`src/hdl/adic_pkg.sv`:
```
`default_nettype none
// ----------------------------------------------------------------------------
// adic_pkg
// Shared constants, types and step functions for the register abstraction
// intersection check.
// ----------------------------------------------------------------------------
package adic_pkg;

    localparam int WORD_W          = 64;
    localparam int HALF_W          = 32;
    localparam int NUM_SPANS       = 2;
    localparam int PIECES_PER_SPAN = 3;
    localparam int NUM_PIECES      = NUM_SPANS * PIECES_PER_SPAN;
    localparam int IVALS_PER_PIECE = 4;
    localparam int NUM_IVALS       = NUM_PIECES * IVALS_PER_PIECE;
    localparam int SMEAR_STEPS     = 6;
    localparam int QUEUE_DEPTH     = 2;
    localparam int QPTR_W          = $clog2(QUEUE_DEPTH);
    localparam int QCNT_W          = $clog2(QUEUE_DEPTH + 1);

    localparam logic [WORD_W-1:0] LOW_HALF  = {{HALF_W{1'b0}}, {HALF_W{1'b1}}};
    localparam logic [HALF_W-1:0] HALF_ONES = {HALF_W{1'b1}};
    localparam logic [HALF_W-1:0] HALF_ZERO = {HALF_W{1'b0}};

    // Position of an interval within the group that belongs to one piece.
    localparam int IVAL_WIDE  = 0;
    localparam int IVAL_LOW   = 1;
    localparam int IVAL_LOW_A = 2;
    localparam int IVAL_LOW_B = 3;

    typedef struct packed {
        logic              en;
        logic [WORD_W-1:0] lo;
        logic [WORD_W-1:0] hi;
    } t_range;

    typedef struct packed {
        logic                           viol;
        logic                           norm;
        t_range [NUM_SPANS-1:0]         span;
        logic [HALF_W-1:0]              wl;
        logic [HALF_W-1:0]              wh;
        logic [HALF_W-1:0]              wsl;
        logic [HALF_W-1:0]              wsh;
        logic [WORD_W-1:0]              v;
        logic [WORD_W-1:0]              m;
    } t_item;

    typedef struct packed {
        logic              en;
        logic              is_mem;
        logic              vhb;
        logic [WORD_W-1:0] lo;
        logic [WORD_W-1:0] hi;
        logic [WORD_W-1:0] cand;
        logic [WORD_W-1:0] above;
    } t_stepa;

    typedef struct packed {
        logic              en;
        logic [WORD_W-1:0] nxt;
        logic [WORD_W-1:0] hi;
    } t_stepb;

    function automatic logic [WORD_W-1:0] fn_max(input logic [WORD_W-1:0] a,
                                                 input logic [WORD_W-1:0] b);
        return (a > b) ? a : b;
    endfunction

    function automatic logic [WORD_W-1:0] fn_min(input logic [WORD_W-1:0] a,
                                                 input logic [WORD_W-1:0] b);
        return (a < b) ? a : b;
    endfunction

    // First half of the next-member step: find the highest known bit where
    // the bound disagrees with the tristate value.
    function automatic t_stepa fn_step_a(input t_range r,
                                         input logic [WORD_W-1:0] v,
                                         input logic [WORD_W-1:0] m);
        t_stepa            res;
        logic [WORD_W-1:0] diff;
        logic [WORD_W-1:0] smear;
        logic [WORD_W-1:0] hb;
        diff  = (r.lo ^ v) & ~m;
        smear = diff;
        for (int i = 0; i < SMEAR_STEPS; i++) begin
            smear = smear | (smear >> (1 << i));
        end
        hb         = smear & ~(smear >> 1);
        res.en     = r.en;
        res.is_mem = ((r.lo & ~m) == v);
        res.vhb    = |(v & hb);
        res.lo     = r.lo;
        res.hi     = r.hi;
        res.above  = ~smear;
        res.cand   = ~r.lo & m & ~smear;
        return res;
    endfunction

    // Second half: build the smallest member at or above the bound.
    function automatic t_stepb fn_step_b(input t_stepa a,
                                         input logic [WORD_W-1:0] v,
                                         input logic [WORD_W-1:0] m);
        t_stepb            res;
        logic [WORD_W-1:0] low_incl;
        logic [WORD_W-1:0] j;
        low_incl = a.cand ^ (a.cand - {{(WORD_W-1){1'b0}}, 1'b1});
        j        = low_incl & a.cand;
        res.hi   = a.hi;
        if (a.is_mem) begin
            res.nxt = a.lo;
            res.en  = a.en;
        end else if (a.vhb) begin
            res.nxt = (a.lo & m & a.above) | v;
            res.en  = a.en;
        end else if (a.cand == '0) begin
            res.nxt = a.lo;
            res.en  = 1'b0;
        end else begin
            res.nxt = (a.lo & m & ~low_incl) | j | v;
            res.en  = a.en;
        end
        return res;
    endfunction

endpackage
`default_nettype wire

```
`src/hdl/adic_front.sv`:
```
`default_nettype none
// ----------------------------------------------------------------------------
// adic_front
// Accepts items, flags inverted ranges and reduces the 64-bit ranges to at
// most two spans, registered for the queue.
// ----------------------------------------------------------------------------
module adic_front
    import adic_pkg::*;
(
    input  wire logic                     i_clk,
    input  wire logic                     i_rst_n,
    input  wire logic                     i_in_valid,
    output logic                          o_in_ready,
    input  wire logic [WORD_W-1:0]        i_u_low,
    input  wire logic [WORD_W-1:0]        i_u_high,
    input  wire logic signed [WORD_W-1:0] i_s_low,
    input  wire logic signed [WORD_W-1:0] i_s_high,
    input  wire logic [HALF_W-1:0]        i_w_low,
    input  wire logic [HALF_W-1:0]        i_w_high,
    input  wire logic signed [HALF_W-1:0] i_ws_low,
    input  wire logic signed [HALF_W-1:0] i_ws_high,
    input  wire logic [WORD_W-1:0]        i_known_bits,
    input  wire logic [WORD_W-1:0]        i_unknown_mask,
    output logic                          o_push,
    input  wire logic                     i_q_full,
    output t_item                         o_item
);

    logic              r_valid;
    t_item             r_item;
    t_item             n_item;
    logic [WORD_W-1:0] sl_u;
    logic [WORD_W-1:0] sh_u;
    logic [WORD_W-1:0] l_cut;
    logic [WORD_W-1:0] r_cut;
    logic              viol;

    assign o_in_ready = !r_valid || !i_q_full;
    assign o_push     = r_valid && !i_q_full;
    assign o_item     = r_item;

    always_comb begin
        sl_u  = i_s_low;
        sh_u  = i_s_high;
        viol  = (i_u_low > i_u_high) || (i_s_low > i_s_high) ||
                (i_w_low > i_w_high) || (i_ws_low > i_ws_high);
        l_cut = fn_max(i_u_low, sl_u);
        r_cut = fn_min(i_u_high, sh_u);

        n_item.viol = viol;
        // The low signed range is split at the sign wrap when its raw bits
        // are out of unsigned order.
        n_item.norm = ($unsigned(i_ws_low) <= $unsigned(i_ws_high));
        n_item.wl   = i_w_low;
        n_item.wh   = i_w_high;
        n_item.wsl  = i_ws_low;
        n_item.wsh  = i_ws_high;
        n_item.m    = i_unknown_mask;
        n_item.v    = i_known_bits & ~i_unknown_mask;
        if (sl_u <= sh_u) begin
            n_item.span[0] = '{en: !viol && (l_cut <= r_cut), lo: l_cut, hi: r_cut};
            n_item.span[1] = '{en: 1'b0, lo: l_cut, hi: i_u_high};
        end else begin
            // The signed range wraps through the sign boundary: two spans.
            n_item.span[0] = '{en: !viol && (i_u_low <= r_cut), lo: i_u_low, hi: r_cut};
            n_item.span[1] = '{en: !viol && (l_cut <= i_u_high), lo: l_cut, hi: i_u_high};
        end
    end

    always_ff @(posedge i_clk) begin
        if (!i_rst_n) begin
            r_valid <= 1'b0;
        end else if (o_in_ready) begin
            r_valid <= i_in_valid;
        end
    end

    always_ff @(posedge i_clk) begin
        if (i_in_valid && o_in_ready) begin
            r_item <= n_item;
        end
    end

endmodule
`default_nettype wire

```
`config.mk`:
```
export PLATFORM = sky130hd
export DESIGN_NAME = adic_front
export DESIGN_NICKNAME = d
export VERILOG_FILES = /design/src/hdl/adic_pkg.sv /design/src/hdl/adic_front.sv
export SDC_FILE = /design/constraint.sdc
export NUM_CORES = 1
export LEC_CHECK = 0
export ABC_AREA = 1
export ABC_CLOCK_PERIOD_IN_PS = 65200
export BUFFER_PORTS_ARGS = -buffer_cell sky130_fd_sc_hd__buf_4
export CAP_MARGIN = 20
export CORE_AREA = 2 2 403 405
export CTS_CLUSTER_DIAMETER = 80
export DETAILED_ROUTE_END_ITERATION = 10
export DIE_AREA = 0 0 405 407
export HOLD_SLACK_MARGIN = 0.05
export SYNTH_ARGS = -nofsm -noshare
export SYNTH_HDL_FRONTEND = slang
export SYNTH_SLANG_ARGS = --single-unit
```
`constraint.sdc`:
```
create_clock -name i_clk -period 65.2 [get_ports i_clk]
set_input_delay 13.04 -clock i_clk [delete_from_list [all_inputs] [get_ports i_clk]]
set_output_delay 13.04 -clock i_clk [all_outputs]
set_load 0.005 [all_outputs]
```
==> results of run 1 <==
==> sequential cells by signal, indices dropped and copies added (netlist names) <==
register,cells
o_item,516
r_valid,1
==> path summary, 6_finish.rpt <==
check,start,endpoint,slack [ns],cells past startpoint
min,r_valid,r_valid,0.56,2
min reg2reg,r_valid,r_valid,0.56,2
max,i_q_full,o_push,38.75,3
max reg2reg,r_valid,o_item[490],60.93,5
==> power groups by stage <==
stage	registers, W	logic, W	clock network, W
floorplan	0.000434	0.000111	0
global placement	0.000414	0.000248	0
detailed placement	0.000415	0.000253	0
CTS	0.000408	0.000254	0.000422
global route	0.000410	0.000278	0.000432
finish	0.000408	0.000250	0.000407
==> synthesized netlist by cell type (12+ instances only) <==
cell type / number / area [um^2]
nor3_1: 27 / 135
nor2_1: 147 / 552
edfxtp_1: 516 / 15500
a21oi_1: 239 / 1200
inv_1: 540 / 2030
nor4_1: 12 / 75.1
nand4_1: 48 / 300
buf_6: 13 / 146
o211ai_1: 14 / 105
o21ai_1: 96 / 480
o21a_1: 12 / 90.1
nand2_1: 516 / 1940
nand3_1: 69 / 345
o21ai_0: 170 / 851
ha_1: 509 / 6370
==> layout make-up <==
cell class	count	area, um^2
clock inverter	48	487
multi-input combinational	1920	12900
antenna	21	52.6
sequential	517	15500
inverter	544	2040
tap	2160	2700
fill	16900	117000
clock buffer	89	1970
timing repair buffer	1050	7880
==> cells by family (layout without fill, tap and decap cells) <==
| group | count (synthesis) | in the layout | synth area share |
|---|---|---|---|
| AND/OR/NAND/NOR | 837 | 837 | 0.113 |
| buffers and inverters | 585 | 1731 | 0.0759 |
| AO/OA/AOI/OAI | 574 | 574 | 0.0996 |
| flip-flops | 517 | 517 | 0.504 |
| adder cells (fa/ha/maj) | 509 | 509 | 0.207 |
| other | 0 | 21 | 0 |
==> worst max-delay path, delay by kind of cell <==
family | cells | cell delay [ns]
simple gates | 1 | 0.12
buf+inv | 2 | 0.25
==> through the flow <==
step,utilization,std cells,hold WS [ns]
detailed placement,0.256,6191,0.544
global route,0.272,6338,0.599
global placement,0.256,6190,0.545
floorplan,-,3022,0.500
finish,0.272,6349,0.560
CTS,0.272,6328,0.552
==> per-layer routing <==
layer,vias up,track usage,wire length [um]
met4,52,0.0882,7040
met2,1176,0.328,79800
met1,13000,0.210,60600
met5,-,0,303
li1,12700,-,-
met3,247,0.0587,13900
==> reports/results.ini, run 1 <==
[clock_network]
clk_path_buf_depth=3
cts_resized=0
worstSkewPairLatency_ns=0.68
cts_inserted_buffers=77
htreeDepth=3
clk_pin_slew_ns=0.06
cts_tree=built
post-cts-setup-buffer-count=0
ctsHoldBuffers=0
root_buffer=clkbuf_16
cts_sinks=517

[yosys]
synthCells=3022
ys_ff_latch=517
synthArstFlopShare=0
synth_edf_count=516
ys.flop_type=edfxtp_1
yosysWarnings=0
ys_types=42
synth_nets=4047
avgSynthCellArea_um2=10.2
syn_area_um2=30800
seq_area_frac_synth=0.504

[setup_path]
slowest_delay_ns=0.13
crit_type=primary input to output pin
cp.arrival_ns=13.41
path_max_fanout=3
crit_required_ns=52.16
setup.worst_path.end_class=output pin
cp_cell_sequence=buf_4 -> nor2_1 -> buf_4
crit_slowest_cell=buf_4
crit_top_cell=buf_4
critPathLaunchType=primary input

[routing]
wire_per_inst_um=25.5
first_pass_iters=6
wl_um=162000
drtAntennaViolNets=0
drc=0
drtIter0Drc=1785
vias=27200
vias_per_cell=4.29

[global_routing]
grtUsageTotal=0.189
grt_pass1_wl_um=214000
grt_pass1_vias=26900
overflow=0
antenna_found_initial=69
grt_max_degree=78

[layout]
layout_commonest_cell=buf_4
nets=5135
final_cell_mix=1049 x buf_4, 540 x inv_1, 516 x edfxtp_1
area_delta_synth_final_pct=41.7
drive_gt1_frac=0.287
design_area_um2=43600

[power_and_ir_drop]
p_int_w=0.000725
combinationalPowerShare=0.235
swShare=0.320
p_clk_frac=0.382
power_w=0.00107
powerDensity_nw_per_um2=24.4
leakage_nw=20.6
switchingPower_w=0.000340
vdd_drop_max_mv=0.0193
seqPwrFrac=0.383

[timing]
finalSetupViolCount=0
finalSetupTns_ns=0
hold_viol_final=0
fin_worst_skew_ns=0.0446
rsz0062_at_grt=false
timing.final.crit_share=0.406
tightestPinTransition_ns=0.999
period_minus_slack_ns=26.45
setup_slack_ns=38.75
fmax_mhz=37.8
finalMaxSlewViolations=0
maxSlewHeadroom=0.328

[outcome]
status=completed

[place]
place_ws_ns=38.75
dp_hpwl_um=138000
placed_area_um2=41100
place_congestion=0.915
port_buffers=1033

[floorplanning]
die_w_um=405
initial_core_util=0.192
fp-row-count=147
core_region_area_um2=160000
die-area_um2=165000
die-height_um=407
ios=1034

[run]
max_cap_viol_count=0

[min_path]
min-delay-path-class=flip-flop to flip-flop

No activity file was read; power rests on OpenSTA's default activity.
==> inputs of run 2 (changes only) <==
--- a/config.mk
+++ b/config.mk
@@ -6,13 +6,13 @@
 export NUM_CORES = 1
 export LEC_CHECK = 0
 export ABC_AREA = 1
-export ABC_CLOCK_PERIOD_IN_PS = 65200
+export ABC_CLOCK_PERIOD_IN_PS = 24500
 export BUFFER_PORTS_ARGS = -buffer_cell sky130_fd_sc_hd__buf_4
 export CAP_MARGIN = 20
-export CORE_AREA = 2 2 403 405
+export CORE_AREA = 2 2 406 408
 export CTS_CLUSTER_DIAMETER = 80
 export DETAILED_ROUTE_END_ITERATION = 10
-export DIE_AREA = 0 0 405 407
+export DIE_AREA = 0 0 408 410
 export HOLD_SLACK_MARGIN = 0.05
 export SYNTH_ARGS = -nofsm -noshare
 export SYNTH_HDL_FRONTEND = slang
==> constraint.sdc (replaced) <==
create_clock -name i_clk -period 24.5 [get_ports i_clk]
set_input_delay 4.9 -clock i_clk [delete_from_list [all_inputs] [get_ports i_clk]]
set_output_delay 4.9 -clock i_clk [all_outputs]
set_load 0.005 [all_outputs]
==> reports/results.ini, run 2 (same netlist as run 1, synthesis figures left out) <==
[outcome]
status=completed

[timing]
finalSetupViolCount=0
finalMaxSlewViolations=0
hold_viol_final=0
maxSlewHeadroom=0.139
fmax_mhz=88.5
fin_worst_skew_ns=0.0218
finalSetupTns_ns=0
rsz0062_at_grt=false
hold_slack_ns=0.543
tightestPinTransition_ns=1.28
timing.final.crit_share=0.461
period_minus_slack_ns=11.30

[global_routing]
overflow=0
antenna_found_initial=51
grt_pass1_wl_um=216000
grt_max_degree=118
grt_pass1_vias=27100
grtUsageTotal=0.187

[clock_network]
root_buffer=clkbuf_16
htreeDepth=3
post-cts-setup-buffer-count=0
clk_path_buf_depth=3
cts_inserted_buffers=74
clk_pin_slew_ns=0.06
cts_resized=0
cts_sinks=517
ctsHoldBuffers=0
cts_tree=built
worstSkewPairLatency_ns=0.67

[routing]
vias=27100
wl_um=162000
drtIter0Drc=1882
wire_per_inst_um=25.4
drc=0
vias_per_cell=4.25
drtAntennaViolNets=0
first_pass_iters=7

[place]
dp.cells=6219
placed_area_um2=41100
place_congestion=0.950
port_buffers=1033
dp_hpwl_um=138000

[min_path]
worstHoldPathCells=2
min-delay-path-class=flip-flop to flip-flop
hold_end=r_valid
hold_start=r_valid

[floorplanning]
ios=1034
initial_core_util=0.188
fp-row-count=149
core_region_area_um2=163000
die_w_um=408
die-height_um=410
die-area_um2=167000

[setup_path]
reg2reg_slack_ns=21.15
reg2reg_depth=4
critPathLaunchType=primary input
crit_type=primary input to flip-flop
r2r_end=o_item[92]
crit_required_ns=25.03
path_max_fanout=77
setup.worst_path.end_class=flip-flop
reg2reg_from=r_valid
cp.arrival_ns=11.83

[layout]
area_delta_synth_final_pct=41.9
stdcell_count=6368
largest_reg_flops=516
final_cell_mix=1048 x buf_4, 540 x inv_1, 516 x edfxtp_1
drive_gt1_frac=0.287
layout_commonest_cell=buf_4
design_area_um2=43700
nets=5131

[power_and_ir_drop]
vdd_drop_max_mv=0.0533
powerDensity_nw_per_um2=65.4
power_w=0.00286
leakage_nw=20.7

[run]
max_cap_viol_count=0

==> run 2: cell type report <==
cell class | count | area [um^2]
fillers | 17300 | 120000
flip-flops and latches | 517 | 15500
multi-input cells | 1920 | 13000
repair buffers | 1049 | 7890
well taps | 2189 | 2740
inverters | 544 | 2040
clock buffers | 82 | 1900
clock inverters | 52 | 582
diodes | 15 | 37.5
==> run 2: critical path, cell delays in order <==
cell and delay (ns):
buf_4 0.09, inv_1 0.17, ha_1 0.37, nand2_1 0.09, nor2_1 0.20, nand4_1 0.32
nor3_2 0.19, nand2_1 0.21, nor2_1 0.40, nand2_1 0.24, nand2_4 0.51, buf_4 0.74
o21ai_0 0.46, ha_1 0.44, nand4_1 0.17, or3_1 0.45, nor4_1 0.65, nand4_1 0.46
nor2_1 0.25, nand2_1 0.07, nor2_1 0.09, nor2_1 0.06, a21oi_2 0.14
==> run 2: where the power goes <==
group	internal (W)	switching, W	leakage [nW]
sequential	0.00106	0.0000267	5.03
clock	0.000637	0.000464	1.21
combinational	0.000261	0.000405	14.4
==> run 2: worst max path at each step <==
stage | end | cells after the start | slack (ns) | from
after floorplan | o_item[0] | 2 | 5.01 | i_in_valid
after global placement | o_item[384] | 23 | 12.22 | i_s_high[63]
after detailed placement | o_item[384] | 23 | 12.23 | i_s_high[63]
after CTS | o_item[384] | 23 | 12.98 | i_s_high[63]
after global routing | o_item[384] | 23 | 12.74 | i_s_high[63]
final | o_item[384] | 23 | 13.20 | i_s_high[63]
==> run 2: metrics by stage <==
step,utilization,worst slack [ns]
3_5_place_dp,0.252,12.23
5_1_grt,0.267,12.74
2_1_floorplan,-,5.01
3_3_place_gp,0.252,12.22
4_1_cts,0.267,12.98
6_report,0.267,13.20
==> run 2: per-layer routing <==
metal  track usage  up-vias  share of wire
li1              -    12700              -
met1         0.206    13000           0.37
met2         0.338     1123           0.51
met3        0.0541      240          0.082
met4        0.0704       42          0.036
met5             0        -         0.0015
