$ cat src/hdl/adic_pkg.sv
`default_nettype none
// ----------------------------------------------------------------------------
// adic_pkg
// Shared constants, types and step functions for the register abstraction
// intersection check.
// ----------------------------------------------------------------------------
package adic_pkg;

    localparam int WORD_W          = 64;
    localparam int HALF_W          = 32;
    localparam int NUM_SPANS       = 2;
    localparam int PIECES_PER_SPAN = 3;
    localparam int NUM_PIECES      = NUM_SPANS * PIECES_PER_SPAN;
    localparam int IVALS_PER_PIECE = 4;
    localparam int NUM_IVALS       = NUM_PIECES * IVALS_PER_PIECE;
    localparam int SMEAR_STEPS     = 6;
    localparam int QUEUE_DEPTH     = 2;
    localparam int QPTR_W          = $clog2(QUEUE_DEPTH);
    localparam int QCNT_W          = $clog2(QUEUE_DEPTH + 1);

    localparam logic [WORD_W-1:0] LOW_HALF  = {{HALF_W{1'b0}}, {HALF_W{1'b1}}};
    localparam logic [HALF_W-1:0] HALF_ONES = {HALF_W{1'b1}};
    localparam logic [HALF_W-1:0] HALF_ZERO = {HALF_W{1'b0}};

    // Position of an interval within the group that belongs to one piece.
    localparam int IVAL_WIDE  = 0;
    localparam int IVAL_LOW   = 1;
    localparam int IVAL_LOW_A = 2;
    localparam int IVAL_LOW_B = 3;

    typedef struct packed {
        logic              en;
        logic [WORD_W-1:0] lo;
        logic [WORD_W-1:0] hi;
    } t_range;

    typedef struct packed {
        logic                           viol;
        logic                           norm;
        t_range [NUM_SPANS-1:0]         span;
        logic [HALF_W-1:0]              wl;
        logic [HALF_W-1:0]              wh;
        logic [HALF_W-1:0]              wsl;
        logic [HALF_W-1:0]              wsh;
        logic [WORD_W-1:0]              v;
        logic [WORD_W-1:0]              m;
    } t_item;

    typedef struct packed {
        logic              en;
        logic              is_mem;
        logic              vhb;
        logic [WORD_W-1:0] lo;
        logic [WORD_W-1:0] hi;
        logic [WORD_W-1:0] cand;
        logic [WORD_W-1:0] above;
    } t_stepa;

    typedef struct packed {
        logic              en;
        logic [WORD_W-1:0] nxt;
        logic [WORD_W-1:0] hi;
    } t_stepb;

    function automatic logic [WORD_W-1:0] fn_max(input logic [WORD_W-1:0] a,
                                                 input logic [WORD_W-1:0] b);
        return (a > b) ? a : b;
    endfunction

    function automatic logic [WORD_W-1:0] fn_min(input logic [WORD_W-1:0] a,
                                                 input logic [WORD_W-1:0] b);
        return (a < b) ? a : b;
    endfunction

    // First half of the next-member step: find the highest known bit where
    // the bound disagrees with the tristate value.
    function automatic t_stepa fn_step_a(input t_range r,
                                         input logic [WORD_W-1:0] v,
                                         input logic [WORD_W-1:0] m);
        t_stepa            res;
        logic [WORD_W-1:0] diff;
        logic [WORD_W-1:0] smear;
        logic [WORD_W-1:0] hb;
        diff  = (r.lo ^ v) & ~m;
        smear = diff;
        for (int i = 0; i < SMEAR_STEPS; i++) begin
            smear = smear | (smear >> (1 << i));
        end
        hb         = smear & ~(smear >> 1);
        res.en     = r.en;
        res.is_mem = ((r.lo & ~m) == v);
        res.vhb    = |(v & hb);
        res.lo     = r.lo;
        res.hi     = r.hi;
        res.above  = ~smear;
        res.cand   = ~r.lo & m & ~smear;
        return res;
    endfunction

    // Second half: build the smallest member at or above the bound.
    function automatic t_stepb fn_step_b(input t_stepa a,
                                         input logic [WORD_W-1:0] v,
                                         input logic [WORD_W-1:0] m);
        t_stepb            res;
        logic [WORD_W-1:0] low_incl;
        logic [WORD_W-1:0] j;
        low_incl = a.cand ^ (a.cand - {{(WORD_W-1){1'b0}}, 1'b1});
        j        = low_incl & a.cand;
        res.hi   = a.hi;
        if (a.is_mem) begin
            res.nxt = a.lo;
            res.en  = a.en;
        end else if (a.vhb) begin
            res.nxt = (a.lo & m & a.above) | v;
            res.en  = a.en;
        end else if (a.cand == '0) begin
            res.nxt = a.lo;
            res.en  = 1'b0;
        end else begin
            res.nxt = (a.lo & m & ~low_incl) | j | v;
            res.en  = a.en;
        end
        return res;
    endfunction

endpackage
`default_nettype wire

$ cat src/hdl/adic_queue.sv
`default_nettype none
// ----------------------------------------------------------------------------
// adic_queue
// Short item queue between the front and the back part.
// ----------------------------------------------------------------------------
module adic_queue
    import adic_pkg::*;
(
    input  wire logic  i_clk,
    input  wire logic  i_rst_n,
    input  wire logic  i_push,
    input  wire t_item i_item,
    output logic       o_full,
    input  wire logic  i_pop,
    output logic       o_valid,
    output t_item      o_item
);

    t_item [QUEUE_DEPTH-1:0] r_mem;
    logic [QPTR_W-1:0]       r_wptr;
    logic [QPTR_W-1:0]       r_rptr;
    logic [QCNT_W-1:0]       r_count;

    assign o_full  = (r_count == QCNT_W'(QUEUE_DEPTH));
    assign o_valid = (r_count != '0);
    assign o_item  = r_mem[r_rptr];

    always_ff @(posedge i_clk) begin
        if (!i_rst_n) begin
            r_wptr  <= '0;
            r_rptr  <= '0;
            r_count <= '0;
        end else begin
            if (i_push) begin
                r_wptr <= (r_wptr == QPTR_W'(QUEUE_DEPTH - 1)) ? '0 : r_wptr + 1'b1;
            end
            if (i_pop) begin
                r_rptr <= (r_rptr == QPTR_W'(QUEUE_DEPTH - 1)) ? '0 : r_rptr + 1'b1;
            end
            if (i_push && !i_pop) begin
                r_count <= r_count + 1'b1;
            end else if (i_pop && !i_push) begin
                r_count <= r_count - 1'b1;
            end
        end
    end

    always_ff @(posedge i_clk) begin
        if (i_push) begin
            r_mem[r_wptr] <= i_item;
        end
    end

endmodule
`default_nettype wire

$ cat config.mk
export PLATFORM = sky130hd
export DESIGN_NAME = adic_queue
export DESIGN_NICKNAME = d
export VERILOG_FILES = /design/src/hdl/adic_pkg.sv /design/src/hdl/adic_queue.sv
export SDC_FILE = /design/constraint.sdc
export NUM_CORES = 1
export LEC_CHECK = 0
export BUFFER_PORTS_ARGS = -buffer_cell sky130_fd_sc_hd__buf_2
export CELL_PAD_IN_SITES_DETAIL_PLACEMENT = 0
export CELL_PAD_IN_SITES_GLOBAL_PLACEMENT = 1
export CORE_AREA = 2 2 405 407
export DETAILED_ROUTE_END_ITERATION = 7
export DIE_AREA = 0 0 407 409
export HOLD_SLACK_MARGIN = 0.08
export PLACE_DENSITY_LB_ADDON = 0.12
export SYNTH_ARGS = -nofsm -noshare
export SYNTH_HDL_FRONTEND = slang
export SYNTH_SLANG_ARGS = --single-unit
$ cat constraint.sdc
create_clock -name i_clk -period 67.5 [get_ports i_clk]
set_input_delay 13.5 -clock i_clk [delete_from_list [all_inputs] [get_ports i_clk]]
set_output_delay 13.5 -clock i_clk [all_outputs]
set_load 0.01 [all_outputs]
==> results of run 1 <==
layout make-up:
class	count	area share [%]
Clock buffer	149	6.22
Clock inverter	68	1.27
Inverter	1	0.00761
Sequential cell	1036	63.0
Multi-Input combinational cell	531	13.0
Tap cell	2175	5.52
Antenna cell	20	0.101
Timing Repair Buffer	1057	10.9
Yosys cell counts:
cell type and number:
inv_1 1, o21ai_0 1, a21boi_0 1, xor2_1 2, mux2_4 130, o21a_1 1
xnor2_1 1, nor2b_1 3, or3_1 1, ha_1 1, and2_1 3, or2_2 1
buf_2 42, mux2_2 386, dfxtp_1 4, buf_6 16, edfxtp_1 1032
sequential cells by signal (all words and copies together), names as in the netlist:
signal and flops:
r_mem 1032, r_rptr 1, r_wptr 1, r_count 2
tightest hold or removal path: stages, from the launching register on:
cell and delay (ps):
dfxtp_1 330, o21ai_0 70, a21boi_0 70
per-layer routing:
layer  vias to the layer above  track usage, %
met5                         -               0
met4                       102            4.07
met3                       351            6.49
met2                       840            23.7
met1                      9972            14.0
li1                       8819               -
logic make-up (layout without fill, tap and decap cells):
group           Yosys count  count (layout)
flops                  1036            1036
mux                     516             516
buf+inv                  59            1275
simple gates              8               8
compound gates            3               3
xor+xnor                  3               3
fa+ha+maj                 1               1
other cells               0              20
final timing paths:
| kind | startpoint | to |
|---|---|---|
| max reg2reg | r_wptr | r_mem[614] |
| max | r_rptr | o_item[497] |
| min | r_count[1] | r_count[1] |
| min reg2reg | r_count[1] | r_count[1] |
power by group through the flow:
stage,Combinational [mW],Clock (mW),Sequential [mW]
floorplan,0.0861,0,0.787
global placement,0.162,0,0.767
detailed placement,0.164,0,0.767
CTS,0.165,0.636,0.754
global route,0.172,0.660,0.757
finish,0.160,0.611,0.754
metrics by stage:
step / area [um2] / worst slack [ps] / cells / util (%)
2_1_floorplan: 37900 / 30160 / 1626 / -
3_3_place_gp: 45600 / 50000 / 4800 / 28.1
3_5_place_dp: 45600 / 49860 / 4800 / 28.1
4_1_cts: 49300 / 48990 / 5017 / 30.4
5_1_grt: 49300 / 48840 / 5029 / 30.4
6_report: 49300 / 49070 / 5037 / 30.5
==> summary.md, run 1 <==
| Metric | Value |
|---|---|
| 1st-pass router iterations | 4 |
| Status | completed |
| Highest Signal Layer | met5 |
| Starting Density | 23.4% |
| Core area | 162000 um2 |
| Synth Area in XOR/XNOR | less than 1% |
| Hold Path Cell Cnt | 2 |
| Final setup vio count | 0 |
| Global-route wire length before repair | 159000 um |
| Syn avg cell area | around 23 um2 |
| Synthesis-stage register bit count | 1036 |
| R2R Setup Slk | about 63000 ps |
| RSZ-0062 raised after global routing | no |
| Min Tclk post-route | about 18000 ps |
| Congestion Overflow GR | 0 |
| NumNets Final | 3266 |
| Met2 wire length | 58700 um |
| Number of port buffers | 1037 |
| DRC viols | 0 |
| Register Area | between 30000 and 40000 um2 |
| Reg power frac | 49.4% |
| Worst slew margin | 0.848% |
| Data required, critical path | 54000 ps |
| Simple-gate area share of the yosys netlist | 0.132% |
| Syn_nets | 2147 |
| Inserted Clock Buffers | 118 |
| Commonest non-fill, non-tap cell in the layout | buf_2 |
| Hpwl dp | 83700 um |
| Num rows | 148 |
| Most frequent cells in the layout | buf_2 (1037), edfxtp_1 (1032), mux2_2 (386), mux2_4 (130), clkbuf_16 (118) |
| Multi-input combinational cell area | 6420 um2 |
| Unique cell type count in the Yosys netlist | 17 |
| Max FO, Critical Path | approximately 140 |
| Synth warn | 0 |
| Mux contribution to synthesized area | 16.6% |
| Clock Skew | 54.2 ps |
| Tcrit/Tclk final | 27.3% |
| Final ANT Viol Nets | 0 |
| Vias in the first global route | 21400 |
| Final Hold Fails | 0 |
| Gpl congestion | approximately 0.77 |
| Fraction of layout cells with a size suffix above 1 | 61.0% |
| CP max-delay cell | buf_4 |
| Post-CTS Hold Fix Bufs | 0 |
| Routed wire length | 117000 um |
| Slew Limit Fails | 0 |
| Post-synth top area share | about four fifths |
| Post-synthesis adder-cell area fraction | less than 1% |
| Hold slack final | 520 ps |
| Syn Inst Count | approximately 1600 |
| Vias/cell | 3.99 |
| Crit-path max cell delay | approximately 900 ps |
| DRT iter0 DRCs | about 1000 |
| Int Power | roughly 1.2 mW |
| Pwr Density | 30.9 nW/um2 |
| Fillers | 16100 |
| CTS Sinks | 1036 |
| CTS max path bufs | 3 |
| Arr. time, crit path | 4930 ps |
| Area added between synthesis and finish | 30.3% |
| Leak | 18.2 nW |
| Synthesized area | ~38000 um2 |
| Max-cap violations | 0 |
| Hold Path Class | flip-flop to flip-flop |
| CTS root buffer | clkbuf_16 |
| Buffer count from post-CTS setup fixing | 0 |
| Die area | around 170000 um2 |
| Clk slew on worst S/H paths | 60 ps |
| WP depth | 5 |
| Comb power frac | 10.5% |
| Fin Setup TNS | 0 ps |
| Measured slew at the worst slew-check pin | 1490 ps |
| Cts repair resizes | 0 |
| Synth top area cells | edfxtp_1 (82%), mux2_2 (11%), mux2_4 (5.2%), buf_2 (0.56%), buf_6 (0.48%) |
| Crit path max-delay family | buffers and inverters |
| Net Sw Power | 357 uW |
| WL/cell | around 23 um |
| Worst path most repeated cell | buf_4 |
| Largest area contributor in the netlist | edfxtp_1 |
| Total power | 1.53 mW |
| Critical path endpoint category | output pin |
| Reg2Reg Depth | 4 |
| Initial antenna violation count | about 120 |
| Switching Share | a little under a quarter |
| Die extent in x | 407 um |
| CP cell instances | buf_12 -> buf_4 -> buf_4 -> mux2_2 -> buf_2 |
| Via count | approximately 20000 |
| WP buf/inv | 4 |
| # H-tree levels | 3 |
| # IOs | 1038 |
| Later-pin clock latency in the skew report | 750 ps |
| Maximum VDD drop | 0.0224 mV |
| Highest Clock Rate | 0.0543 GHz |
| Metal3 WL | around 12000 um |
| Crit path kind | flip-flop to output pin |
| GRT Util Overall | 13.5% |
| Die Y | between 400 and 500 um |
| Wl on met1 | 41900 um |
| Pin count of the biggest net entering global routing | between 150 and 200 |
| Compound-Gate Fraction of Synth Area | 0.0529% |
| Main combinational cell family by area after synthesis | multiplexers |
| Seq/Total Area, Yosys | 82.0% |
| Clock power frac | 40.0% |
| Setup crit start kind | flip-flop |
| CTS tree | done |
Note: power is estimated with default switching activity, not from simulation.
==> inputs of run 2 (changes only) <==
==> constraint.sdc (replaced) <==
create_clock -name i_clk -period 15.8 [get_ports i_clk]
set_input_delay 3.16 -clock i_clk [delete_from_list [all_inputs] [get_ports i_clk]]
set_output_delay 3.16 -clock i_clk [all_outputs]
set_load 0.01 [all_outputs]
==> run 2 against run 1 <==
Effect of this change:
- combinational power rose to 4.2 times the previous value
- sequential power rose to 4.3 times the previous value
- sequential cell count did not move
- die area did not move
- critical endpoint is now o_item[217]
- largest power group unchanged
- largest cell class unchanged
- register-to-register slack got worse by 52000 ps
- cell count barely moved
==> summary.md, run 2 (synthesis results as in run 1) <==
| Metric | Value |
|---|---|
| WL/cell | 23.1 um |
| Crit path kind | flip-flop to output pin |
| Starting Density | 23.4% |
| Reg with most FFs | r_mem |
| Core area | approximately 160000 um2 |
| Leak | 18.2 nW |
| Max FO, Critical Path | 163 |
| Number of port buffers | 1037 |
| Pin count of the biggest net entering global routing | roughly 160 |
| Die area | 166000 um2 |
| DRT iter0 DRCs | between 1000 and 1500 |
| Crit-path max cell delay | between 1000 and 1500 ps |
| Initial antenna violation count | 103 |
| Arr. time, crit path | 5080 ps |
| Highest Clock Rate | 0.121 GHz |
| CP max-delay cell | dfxtp_4 |
| Data required, critical path | 12640 ps |
| CP cell instances | buf_4 -> buf_4 -> buf_12 -> mux2_2 -> buf_2 |
| Status | completed |
| Fin util | about 30% |
| Critical path endpoint category | output pin |
| Post-CTS Hold Fix Bufs | 0 |
| Final setup vio count | 0 |
| Max-cap violations | 0 |
| Commonest non-fill, non-tap cell in the layout | buf_2 |
| Vias in the first global route | 21500 |
| Inserted Clock Buffers | 119 |
| Setup crit start kind | flip-flop |
| Fillers | 16100 |
| 1st-pass router iterations | 4 |
| Slew Limit Fails | 0 |
| Max FFs per register | between 1000 and 1500 |
| Global-route wire length before repair | 158000 um |
| CTS Sinks | 1036 |
| Fraction of layout cells with a size suffix above 1 | 61.0% |
| Fin area | ~50000 um2 |
| Clock Skew | ~50 ps |
| CTS tree | done |
| Hold Path Class | flip-flop to flip-flop |
| Area added between synthesis and finish | 30.5% |
| Pwr Density | 133 nW/um2 |
| Final ANT Viol Nets | 0 |
| CTS max path bufs | 3 |
| GRT Util Overall | 13.4% |
| DRC viols | 0 |
| Routed wire length | 116000 um |
| Worst slew margin | 20.8% |
| Worst path most repeated cell | buf_4 |
| Vias/cell | 3.97 |
| Congestion Overflow GR | 0 |
| RSZ-0062 raised after global routing | no |
| Later-pin clock latency in the skew report | 730 ps |
| Total power | 6.56 mW |
| Clk slew on worst S/H paths | 60 ps |
| # IOs | 1038 |
| Hpwl dp | 83200 um |
| Via count | 20000 |
| Num rows | 148 |
| Final Hold Fails | 0 |
| Min Tclk post-route | 8240 ps |
| Gpl congestion | 0.869 |
| Maximum VDD drop | 0.102 mV |
| Cts repair resizes | 0 |
| # H-tree levels | 3 |
| Largest registers | r_mem (1032), r_count (2) |
| Die extent in x | 407 um |
| Placed inst area | around 46000 um2 |
| Buffer count from post-CTS setup fixing | 0 |
| Fin Setup TNS | 0 ps |
| NumNets Final | roughly 3300 |
| Measured slew at the worst slew-check pin | ~1200 ps |
| CTS root buffer | clkbuf_16 |
| Die Y | 409 um |
| Most frequent cells in the layout | buf_2 (1037), edfxtp_1 (1032), mux2_2 (386), mux2_4 (130), clkbuf_16 (121) |
| Tcrit/Tclk final | 52.2% |
run 2: cell count changes in the layout (fill, tap and decap cells not counted), sizes merged:
cell,before,now
clkbuf,149,147
buf,1057,1055
diode,20,24
clkinvlp,1,3
bufinv,8,9
run 2: area by class of cell:
class,instances,area [um2],share of cell area [%]
antenna,24,60.1,0.121
clock buffer,147,3130,6.32
sequential,1036,31100,62.9
tap,2175,2720,5.51
clock inverter,71,642,1.30
inverter,1,3.75,0.00759
multi-input combinational,531,6420,13.0
timing repair buffer,1055,5390,10.9
run 2: path summary, 6_finish.rpt:
kind | from | to | slack (ps) | cells past startpoint
setup / recovery | r_rptr | o_item[217] | 7560 | 5
hold / removal | r_count[1] | r_count[1] | 510 | 2
setup reg to reg | r_wptr | r_mem[725] | 11510 | 4
hold reg to reg | r_count[1] | r_count[1] | 510 | 2
run 2: per-stage QoR:
| step | worst slack (ps) | cells | hold WS [ps] |
|---|---|---|---|
| after floorplan | 197 | 1626 | 468 |
| after global placement | 8270 | 4798 | 488 |
| after detailed placement | 8240 | 4798 | 515 |
| after CTS | 7410 | 5016 | 523 |
| after global routing | 7250 | 5030 | 575 |
| final | 7560 | 5040 | 515 |
run 2: power by group:
group / switching [mW] / total [mW] / internal [mW] / leakage (nW)
logic: 0.375 / 0.676 / 0.301 / 6.67
registers: 0.0407 / 3.23 / 3.18 / 9.72
clock network: 1.12 / 2.66 / 1.54 / 1.83
run 2: layer usage:
metal  share of wire [%]  GRT usage (%)  up-vias
met5                0.42              0        -
met4                 3.7           4.54       78
met3                  10           6.04      323
met2                  51           23.9      821
met1                  35           13.6     9991
li1                    -              -     8811
run 2: critical path, delay by kind of cell (launching register included):
family | cells | cell delay [ps]
buffers and inverters | 4 | 2320
multiplexers | 1 | 490
flip-flops | 1 | 1050
